==> config.mk <==
export PLATFORM = sky130hd
export DESIGN_NAME = brs_seq
export DESIGN_NICKNAME = d
export VERILOG_FILES = /design/src/rtl/core/brs_pkg.sv /design/src/rtl/core/brs_seq.sv
export SDC_FILE = /design/constraint.sdc
export NUM_CORES = 1
export LEC_CHECK = 0
export BUFFER_PORTS_ARGS = -buffer_cell sky130_fd_sc_hd__clkbuf_2
export CELL_PAD_IN_SITES_DETAIL_PLACEMENT = 1
export CELL_PAD_IN_SITES_GLOBAL_PLACEMENT = 1
export CORE_AREA = 2 2 124 126
export DETAILED_ROUTE_END_ITERATION = 12
export DIE_AREA = 0 0 126 128
export PLACE_DENSITY = 0.74
export SETUP_SLACK_MARGIN = 0.2
export SLEW_MARGIN = 20
export SYNTH_ARGS = -nofsm -noshare
export SYNTH_HDL_FRONTEND = slang
export SYNTH_SLANG_ARGS = --single-unit
==> constraint.sdc <==
create_clock -name clk -period 2.5 [get_ports clk]
set_input_delay 0.5 -clock clk [delete_from_list [all_inputs] [get_ports clk]]
set_output_delay 0.5 -clock clk [all_outputs]
set_load 0.02 [all_outputs]
==> src/rtl/core/brs_pkg.sv <==
package brs_pkg;

    // map geometry
    localparam int unsigned MAP_BITS  = 65536;
    localparam int unsigned MAP_BYTES = (MAP_BITS + 7) / 8;
    localparam int unsigned ADDR_W    = (MAP_BYTES > 1) ? $clog2(MAP_BYTES) : 1;

    // beat field widths
    localparam int unsigned DATA_W  = 8;
    localparam int unsigned START_W = 16;
    localparam int unsigned COUNT_W = 17;
    localparam int unsigned IDX_W   = 13;
    localparam int unsigned END_W   = 18;   // start + count, one bit of carry

    localparam logic [DATA_W-1:0] FULL_MASK = '1;

    // command codes
    localparam logic CMD_SET  = 1'b0;
    localparam logic CMD_READ = 1'b1;

    // read response from sequencer to output stage
    typedef struct packed {
        logic              valid;
        logic [DATA_W-1:0] data;
    } rsp_t;

endpackage

==> src/rtl/core/brs_seq.sv <==
module brs_seq import brs_pkg::*; (
    input  logic               clk,
    input  logic               rst_n,
    input  logic               in_valid,
    output logic               in_ready,
    input  logic               cmd,
    input  logic [START_W-1:0] start_bit,
    input  logic [COUNT_W-1:0] bit_count,
    input  logic [IDX_W-1:0]   byte_index,
    output rsp_t               rsp,
    input  logic               rsp_take,
    output logic               ram_we,
    output logic [ADDR_W-1:0]  ram_waddr,
    output logic [DATA_W-1:0]  ram_wdata,
    output logic               ram_re,
    output logic [ADDR_W-1:0]  ram_raddr,
    input  logic [DATA_W-1:0]  ram_rdata
);

    typedef enum logic [4:0] {
        S_CLR   = 5'b00001,
        S_IDLE  = 5'b00010,
        S_SET   = 5'b00100,
        S_DRAIN = 5'b01000,
        S_RD    = 5'b10000
    } state_t;

    state_t              state_reg, state_next;
    logic [ADDR_W-1:0]   clr_reg, clr_next;
    logic [ADDR_W-1:0]   cur_reg, cur_next;
    logic [ADDR_W-1:0]   lo_reg, lo_next;
    logic [ADDR_W-1:0]   hi_reg, hi_next;
    logic [DATA_W-1:0]   fmask_reg, fmask_next;
    logic [DATA_W-1:0]   lmask_reg, lmask_next;
    logic                wr_pend_reg, wr_pend_next;
    logic [ADDR_W-1:0]   wr_addr_reg, wr_addr_next;
    logic [DATA_W-1:0]   wr_mask_reg, wr_mask_next;
    logic                rd_zero_reg, rd_zero_next;

    logic                accept;
    logic                idx_ok;
    logic                start_ok;
    logic                set_live;
    logic [END_W-1:0]    end_sum;
    logic [END_W-1:0]    end_clip;
    logic [END_W-1:0]    last_bit;
    logic [DATA_W-1:0]   cur_mask;

    // range decode of the incoming set
    assign end_sum  = END_W'(start_bit) + END_W'(bit_count);
    assign start_ok = 32'(start_bit) < MAP_BITS;
    assign set_live = (bit_count != '0) && start_ok;
    assign end_clip = (32'(end_sum) > MAP_BITS) ? END_W'(MAP_BITS) : end_sum;
    assign last_bit = end_clip - END_W'(1);
    assign idx_ok   = 32'(byte_index) < MAP_BYTES;

    assign in_ready = (state_reg == S_IDLE);
    assign accept   = in_valid && in_ready;

    assign cur_mask = ((cur_reg == lo_reg) ? fmask_reg : FULL_MASK)
                    & ((cur_reg == hi_reg) ? lmask_reg : FULL_MASK);

    // memory port drive: clearing writes zeros; a set reads a byte and ORs the mask in on the cycle after
    assign ram_re    = (state_reg == S_SET) || (accept && (cmd == CMD_READ) && idx_ok);
    assign ram_raddr = (state_reg == S_SET) ? cur_reg : ADDR_W'(byte_index);
    assign ram_we    = (state_reg == S_CLR) || wr_pend_reg;
    assign ram_waddr = (state_reg == S_CLR) ? clr_reg : wr_addr_reg;
    assign ram_wdata = (state_reg == S_CLR) ? '0 : (ram_rdata | wr_mask_reg);

    assign rsp.valid = (state_reg == S_RD);
    assign rsp.data  = rd_zero_reg ? '0 : ram_rdata;

    always_comb
    begin
        state_next   = state_reg;
        clr_next     = clr_reg;
        cur_next     = cur_reg;
        lo_next      = lo_reg;
        hi_next      = hi_reg;
        fmask_next   = fmask_reg;
        lmask_next   = lmask_reg;
        rd_zero_next = rd_zero_reg;
        wr_pend_next = (state_reg == S_SET);
        wr_addr_next = cur_reg;
        wr_mask_next = cur_mask;

        case (state_reg)
            S_CLR:
            begin
                clr_next = clr_reg + ADDR_W'(1);
                if (clr_reg == ADDR_W'(MAP_BYTES - 1))
                begin
                    state_next = S_IDLE;
                end
            end
            S_IDLE:
            begin
                if (accept)
                begin
                    if (cmd == CMD_READ)
                    begin
                        rd_zero_next = !idx_ok;
                        state_next   = S_RD;
                    end
                    else if (set_live)
                    begin
                        lo_next    = ADDR_W'(start_bit >> 3);
                        cur_next   = ADDR_W'(start_bit >> 3);
                        hi_next    = ADDR_W'(last_bit >> 3);
                        fmask_next = FULL_MASK << start_bit[2:0];
                        lmask_next = FULL_MASK >> (3'd0 - end_clip[2:0]);
                        state_next = S_SET;
                    end
                end
            end
            S_SET:
            begin
                cur_next = cur_reg + ADDR_W'(1);
                if (cur_reg == hi_reg)
                begin
                    state_next = S_DRAIN;
                end
            end
            S_DRAIN:
            begin
                // last write lands here, before any new read is issued
                state_next = S_IDLE;
            end
            S_RD:
            begin
                if (rsp_take)
                begin
                    state_next = S_IDLE;
                end
            end
            default:
            begin
                state_next = S_IDLE;
            end
        endcase
    end

    always_ff @(posedge clk or negedge rst_n)
    begin
        if (!rst_n)
        begin
            state_reg   <= S_CLR;
            clr_reg     <= '0;
            wr_pend_reg <= 1'b0;
        end
        else
        begin
            state_reg   <= state_next;
            clr_reg     <= clr_next;
            wr_pend_reg <= wr_pend_next;
        end
    end

    always_ff @(posedge clk)
    begin
        cur_reg     <= cur_next;
        lo_reg      <= lo_next;
        hi_reg      <= hi_next;
        fmask_reg   <= fmask_next;
        lmask_reg   <= lmask_next;
        wr_addr_reg <= wr_addr_next;
        wr_mask_reg <= wr_mask_next;
        rd_zero_reg <= rd_zero_next;
    end

endmodule

== Word-level counts from Yosys, hierarchy flattened ==
Index checks and enable logic that the tools add are counted.

* Register bits after elaboration: 95
* Input bits: 59
* Output and inout bits: 46
* Word-level logic and storage cells: 61

* $add $sub $neg: 5
* Order comparisons: 1
* Equality and inequality tests: 14
* Shift-type cells: 2
* Muxes and demuxes: 17
* Bitwise operators: 3
* Reduce and logical (&&, ||, !) cells: 9

{| class="wikitable"
|+ Operators with widths
! cell !! count
|-
| 13-bit two-way mux || 5
|-
| 5-bit two-way mux || 6
|-
| 13-bit by 1-bit adder with 13-bit output, second input constant || 2
|-
| 13-bit equality test || 2
|-
| 13-bit one-hot mux with 2 select lines || 1
|-
| 8-bit two-way mux || 3
|-
| 5-bit one-hot mux with 4 select lines || 1
|-
| 16-bit by 17-bit adder with 18-bit output || 1
|-
| 18-bit by 17-bit greater-than comparator with 1-bit output, second input constant || 1
|-
| 17-bit nonzero test || 1
|-
| 16-bit two-way mux || 1
|-
| 16-bit by 1-bit subtractor with 16-bit output, second input constant || 1
|-
| 13-bit equality test, second input constant || 1
|-
| 2-bit by 1-bit != test with 1-bit output, second input constant || 5
|-
| 8-bit AND || 1
|-
| 8-bit bitwise OR || 1
|-
| 4-bit AND reduction || 2
|-
| 8-bit by 3-bit << shifter with 8-bit output, first input constant || 1
|-
| 8-bit by 3-bit >> shifter with 8-bit output, first input constant || 1
|-
| 5-bit by 1-bit equality test with 1-bit output, second input constant || 1
|-
| 5-bit by 2-bit equality test with 1-bit output, second input constant || 1
|-
| 5-bit by 3-bit equality test with 1-bit output, second input constant || 1
|-
| 5-bit equality test, second input constant || 1
|-
| 5-bit AND reduction || 1
|-
| other kinds (7) || 9
|}

== Logic depth before layout (Yosys ltp) ==
Gate-level depths: netlist of the first run.

* Depth in word-level cells: 5
* Depth in mapped cells: 17
* Gate-level depth less buffers: 16

== Worst setup path before layout of the first run ==
No wires, ideal clock.

* Kind: in2reg
* Start: input start_bit[0]
* End: register lmask_reg[5], data pin
* Setup time: 0.153 ns
* Data arrival time: 4.265 ns
* Required time: 2.347 ns
* Path slack: -1.917 ns
* Cell stages on the path: 15
* Path buffers: 1
* Cell sequence: ha_1 > fa_1 > a21o_1 > a221oi_4 > xnor2_1 > a2111oi_4 > nand4_2 > nor3_4 > a41oi_4 > nor2_4 > buf_6 > nand2_1 > ha_1 > or4_1 > a31oi_1

* Longest elaborated chain between the ends: 5

{| class="wikitable"
|+ Ends and longest elaborated chain
! item !! RTL line !! RTL
|-
| from (decl) || brs_seq.sv:7 || <nowiki>input logic [START_W-1:0] start_bit,</nowiki>
|-
| 16-bit by 17-bit adder with 18-bit output (*) || brs_seq.sv:50 || <nowiki>assign end_sum = END_W'(start_bit) + END_W'(bit_count);</nowiki>
|-
| 18-bit by 17-bit greater-than comparator with 1-bit output || brs_seq.sv:53 || <nowiki>assign end_clip = (32'(end_sum) > MAP_BITS) ? END_W'(MAP_BITS) : end_sum;</nowiki>
|-
| 16-bit two-way mux (*) || brs_seq.sv:53 ||
|-
| 1-bit by 3-bit subtractor with 3-bit output (*) || brs_seq.sv:111 || <nowiki>lmask_next = FULL_MASK >> (3'd0 - end_clip[2:0]);</nowiki>
|-
| 8-bit by 3-bit >> shifter with 8-bit output (*) || brs_seq.sv:111 ||
|-
| to (signal assigned) || brs_seq.sv:165 || <nowiki>lmask_reg <= lmask_next;</nowiki>
|-
| to (decl) || brs_seq.sv:34 || <nowiki>logic [DATA_W-1:0] lmask_reg, lmask_next;</nowiki>
|}

Mark *: on every way between the ends. The rest lies on a longest branch, timed or not.
A chain may end at the register's enable or synchronous reset.

== Worst setup path in the final report of the first run ==
* Start: input start_bit[0]
* End: register hi_reg[1], data pin

* Longest elaborated chain between the ends: 4

{| class="wikitable"
|+ Ends and longest elaborated chain
! item !! RTL line !! RTL
|-
| 16-bit by 17-bit adder with 18-bit output (*) || brs_seq.sv:50 ||
|-
| 18-bit by 17-bit greater-than comparator with 1-bit output || brs_seq.sv:53 ||
|-
| 16-bit two-way mux (*) || brs_seq.sv:53 ||
|-
| 16-bit by 1-bit subtractor with 16-bit output (*) || brs_seq.sv:54 || <nowiki>assign last_bit = end_clip - END_W'(1);</nowiki>
|-
| net last_bit[4] || brs_seq.sv:46 || <nowiki>logic [END_W-1:0] last_bit;</nowiki>
|-
| to (signal assigned) || brs_seq.sv:163 || <nowiki>hi_reg <= hi_next;</nowiki>
|-
| to (decl) || brs_seq.sv:32 || <nowiki>logic [ADDR_W-1:0] hi_reg, hi_next;</nowiki>
|}

The timed path passes the listed nets; every way through them passes the cells marked *.

==> metrics.txt, run 1 <==
xor and xnor area share after synthesis 0.112; clock buffer depth 2; starting density of the core 0.369; drt total wl 25.1 mm; Seq/Total Area, Yosys 0.454; Synth Area in Simple Gates 0.222; WP data arrival 3880 ps; Final setup violation count 53; Tmin final 3680 ps; syn nets 668; WL/cell 23.9 um; Final GP Congestion 0.879; vias in the first global route 6137; Hold-fix buffers, CTS 0; Net count, final 936; startpoint types input port; clock root cell clkbuf_16; Synth cell types 59; vias per cell 5.51; status complete, but fails checks; first-pass GRT wire length 32.7 mm; Leak between 4 and 5 nW; H-tree depth 3; final antenna diode count 0; Detailed Place HPWL about 14 mm; core area about 15000 um2; post-synthesis mux area share 0.00570; worst skew pair latency 360 ps; final core utilization 0.626; number of buffers created by CTS 9; most common cell in the netlist nand2_1; worst slew pin tran approximately 600 ps; die area between 15000 and 20000 um2; Sink Count 93; Relative slew margins 0.600; Compound-Gate Fraction of Synth Area 0.121; IO buf count 104; Syn Inst Count 588; Worst-path clk slew 90 ps; Antenna Nets Post-Route 0; max-cap violations 0; Vias 5782; Final Cycle Share 1.47; ys flop type edfxtp_1; Non-Filler Instances 1049; share of cells above drive strength 1 0.517; power per standard cell area 681 nW/um2; worst-path maximum fanout 5; Synth async-reset ratio 0.204; Final Max Slew Viols 0; CP Class input port to flop; cell area after synthesis between 5000 and 6000 um2; # rows 45; cell taking the most area after synthesis edfxtp_1; worst clock skew ~22 ps; final total power approximately 6.3 mW; Worst Path Required 2700 ps; # fillers about 1600; antenna violations before repair 0; Chip Width 126 um; failing checks negative setup slack; pin count of the biggest net entering global routing 43; synth top area cells edfxtp_1, nand2_1, dfrtp_1; Peak Freq 271 MHz; FF-to-FF path depth 11; endpoint type of the worst setup path flop; Final Hold Slack roughly 130 ps; final setup margin -1180 ps; dpl cells a little under 1000; Yosys top cell area share 0.290; DRC 0; Vert. Die Dim 128 um; RSZ-0062 raised after global routing yes; TritonRoute pass-1 iters 5; Synth Area in Adders 0.0493; number of synthesized flops with an enable pin 53; total gr overflow 0; Hold Path Class input port to async pin; Synth top cells by count nand2_1, edfxtp_1, nor2_1; largest family of logic cells by synthesized area simple AND/OR/NAND/NOR gates; P&R area growth vs syn 69.7%; Initial DRC Count 323; GRT Overall Usage 0.260; setup tns final -25460 ps; Final Hold Vio Count 0; count of state elements after synthesis 93; CTS tree built; Peak VDD IR 0.324 mV; io pins between 100 and 150; Ys Warns 0; Mean Syn Cell Area 9.33 um2
## where the power goes
part           internal (mW)  switching [mW]  total (mW)
Combinational           1.39            1.44        2.83
Sequential              1.89           0.252        2.14
Clock                  0.744           0.634        1.38
Total                   4.02            2.32        6.34
## cell type report
cell class                      instances  area, um2  share of cell area
Clock buffer                           12        258              0.0277
Clock inverter                          4       31.3             0.00336
Inverter                               11       53.8             0.00578
Multi-Input combinational cell        453       3610               0.388
Sequential cell                        93       2490               0.267
Tap cell                              188        235              0.0253
Timing Repair Buffer                  288       2630               0.282
## cells by family (layout without fill, tap and decap cells)
family	after synthesis	in the layout
AO/OA/AOI/OAI	91	91
XOR/XNOR	70	70
adder cells (fa/ha/maj)	21	21
buffers and inverters	42	315
flip-flops	93	93
multiplexers	3	3
AND/OR/NAND/NOR	268	268
## worst paths after layout
| path | from | to | slack, ps |
|---|---|---|---|
| min in group clk | rsp_take | state_reg[4]$_DFFE_PN0P_ | 430 |
| worst max register to register | state_reg[3]$_DFFE_PN0P_ | clr_reg[11]$_DFFE_PN0P_ | -120 |
| worst min-delay path | rst_n | clr_reg[3]$_DFFE_PN0P_ | 130 |
| worst max-delay path | start_bit[0] | hi_reg[1]$_DFFE_PP_ | -1180 |
| max in group asynchronous | rst_n | state_reg[2]$_DFFE_PN0P_ | 1950 |
| worst min register to register | lmask_reg[7]$_SDFFCE_PN0P_ | wr_mask_reg[7]$_DFF_P_ | 470 |
## per-stage QoR
step | area [um2] | setup WS [ps]
after CTS | 8410 | -1200
after global routing | 9310 | -1340
after detailed placement | 7210 | -1660
after floorplan | 5660 | -1510
final | 9310 | -1180
after global placement | 7210 | -1470
## layout by cell type (no fill, tap or decap), types with 28 or more instances in the layout
cell and instances:
xnor2_1 29, xor2_1 33, edfxtp_1 53, buf_4 140, buf_8 28, buf_6 36, nand2_1 67, nor2_1 33
nand2_4 39, clkbuf_2 65
## per-layer routing
metal  routed length, um  up-vias  GRT usage  share of wire
met5                   0        -          0              0
met4                1170        0     0.0879          0.047
met3                 865       79     0.0359          0.034
li1                    -     2591          -              -
met1                9410     2911      0.296           0.38
met2               13600      201      0.497           0.54
## worst max-delay path: stages
cell,delay (ps)
buf_8,100
ha_4,150
fa_2,350
a21o_1,210
a221oi_4,310
buf_6,170
buf_6,110
o21ai_4,60
xnor2_2,180
o2111ai_2,190
nor3_4,270
a41oi_4,170
nor2_4,210
nand2_4,80
ha_4,180
buf_4,140
inv_4,60
nor2_1,50
mux2_4,260
a2bb2oi_2,120
## timing repair
item,4_1_cts,5_1_grt
gates resized for setup,141,184
setup buffers,32,21
setup endpoints to repair,111,121
endpoints found under the hold margin,0,0
pin swaps,48,39
cloned,2,6
No activity file was read; power rests on OpenSTA's default activity.
==> run 2: changes to the inputs <==
==> constraint.sdc (replaced) <==
create_clock -name clk -period 3.1 [get_ports clk]
set_input_delay 0.62 -clock clk [delete_from_list [all_inputs] [get_ports clk]]
set_output_delay 0.62 -clock clk [all_outputs]
set_load 0.02 [all_outputs]
==> run 2 against run 1 <==
Against the previous run:
- the run still ends with negative setup slack left
- flip-flop and latch count stayed put
- clock-buffer cell count stayed put
- critical path depth is 2 higher
- non-clock buffer count is 54 lower
- sequential share of layout area is 5.3 points higher
- cell count is 5.1% lower
- total power is 31% lower
- clock skew is 12 ps lower
- via count is 8.6% lower
==> metrics.txt, run 2 (synthesis gave the netlist of run 1 again) <==
status complete, but fails checks; failing checks negative setup slack; worst slew pin tran 535 ps; final antenna diode count 0; Final Cycle Share 1.26; Area after DPL 7070 um2; Worst R2R Setup Slack 700 ps; Hold Path Class input port to async pin; drt total wl 19.5 mm; Final Max Slew Viols 0; # rows 45; Worst R2R End clr_reg[9]$_DFFE_PN0P_; startpoint types input port; P&R area growth vs syn 41.5%; Worst Path Required 3290 ps; Clk network pwr share 0.247; share of cells above drive strength 1 0.377; Multi-input gate area 3060 um2; io pins ~110; setup tns final -12820 ps; most frequent cells in the layout nand2_1, buf_4, clkbuf_2, edfxtp_1, nor2_1; GRT Overall Usage 0.233; share of power burned in registers 0.381; total gr overflow 0; power per standard cell area roughly 570 nW/um2; vias in the first global route 5674; Chip Width 126 um; Crit path max-delay family compound AO/OA/AOI/OAI gates; clock buffer depth 2; Final GP Congestion 0.890; Relative slew margins 0.640; dpl cells 960; Detailed Place HPWL 13.8 mm; WL/cell 19.6 um; number of buffers created by CTS 9; first-pass GRT wire length a little under 30 mm; Worst-path clk slew 70 ps; Net count, final 882; Final Hold Vio Count 0; Peak VDD IR 0.240 mV; CTS tree built; starting density of the core 0.369; RSZ-0062 raised after global routing yes; Logic pwr share 0.372; vias per cell around 5.3; WP data arrival slightly above 4000 ps; Tmin final 3900 ps; worst clock skew 10.6 ps; H-tree depth 3; Final setup violation count 20; Initial DRC Count 267; CP max stage delay 340 ps; die area 16100 um2; cell-by-cell trace of the critical path clkbuf_16 > ha_4 > fa_2 > a21o_1 > a221oi_4 > buf_4 > buf_6 > o21ba_2 > o21ai_1 > a21oi_2 > xor2_1 > buf_4 > a41oi_4 > nor2_4 > nand2_4 > ha_4 > buf_12 > buf_4 > buf_8 > nand2_4 > mux2i_2 > a2bb2oi_2; fin area 7760 um2; final setup margin -801 ps; # fillers 1765; final total power 4.40 mW; Sink Count 93; Non-Filler Instances 995; Antenna Nets Post-Route 0; Final Hold Slack approximately 230 ps; CP bufs+invs 7; Peak Freq 256 MHz; Crit Reg-Reg Startpoint state_reg[4]$_DFFE_PN0P_; core area 14900 um2; TritonRoute pass-1 iters 4; Sw Share 0.354; worst-path maximum fanout 5; DRC 0; crit path max-delay cell type fa_2; Setup WS pre-CTS -1230 ps; CP Class input port to flop; IO buf count 104; Power Internal 2.84 mW; endpoint type of the worst setup path flop; Leak 3.49 nW; FF-to-FF path depth 8; max-cap violations 0; commonest non-fill, non-tap cell in the layout nand2_1; worst skew pair latency 350 ps; clock root cell clkbuf_16; Reg area 2490 um2; Hold-fix buffers, CTS 0; final core utilization 0.522; CP dominant cell by count buf_4; Vias 5282; Vert. Die Dim 128 um; antenna violations before repair 0; NetSw between 1.5 and 2 mW; pin count of the biggest net entering global routing 43
run 2: cell count changes in the layout (fill, tap and decap cells not counted), sizes merged:
cell / delta
buf: -87
clkbuf: +33
clkinv: +1
clkinvlp: -1
run 2: how the worst max path moves through the flow:
stage               cells after the start                    endpoint          from  slack, ps
finish                                 22         hi_reg[3]$_DFFE_PP_  start_bit[0]       -800
CTS                                    16  lmask_reg[6]$_SDFFCE_PN0P_  start_bit[0]       -660
floorplan                              15  lmask_reg[5]$_SDFFCE_PN0P_  start_bit[0]      -1030
global route                           20  lmask_reg[2]$_SDFFCE_PP1P_  start_bit[0]       -900
global placement                       15  lmask_reg[6]$_SDFFCE_PN0P_  start_bit[0]      -1060
detailed placement                     18         hi_reg[1]$_DFFE_PP_  start_bit[0]      -1230
run 2: cell type report:
class / instances / share of cell area
clock buffers: 12 / 0.0337
multi-input cells: 453 / 0.394
inverters: 11 / 0.00661
clock inverters: 4 / 0.00371
repair buffers: 234 / 0.211
flip-flops and latches: 93 / 0.321
well taps: 188 / 0.0303
run 2: repair_timing:
action | CTS | global route
gates resized for setup | 32 | 24
buffers inserted | 13 | 5
cloned | 1 | 0
pin swaps | 26 | 18
endpoints found under the setup margin | 33 | 27
run 2: power groups by stage:
stage          Clock, mW  Sequential (mW)  Combinational, mW
2_1_floorplan          0             1.60              0.889
3_3_place_gp           0             1.69               1.36
3_5_place_dp           0             1.70               1.42
4_1_cts             1.10             1.67               1.54
5_1_grt             1.15             1.69               1.76
6_report            1.09             1.68               1.64
run 2: per-layer routing:
| layer | vias to the layer above | track usage | routed length (um) |
|---|---|---|---|
| li1 | 2496 | - | - |
| met1 | 2588 | 0.268 | 7390 |
| met2 | 163 | 0.440 | 10600 |
| met3 | 35 | 0.0346 | 1010 |
| met4 | 0 | 0.0840 | 503 |
| met5 | - | 0 | 0 |
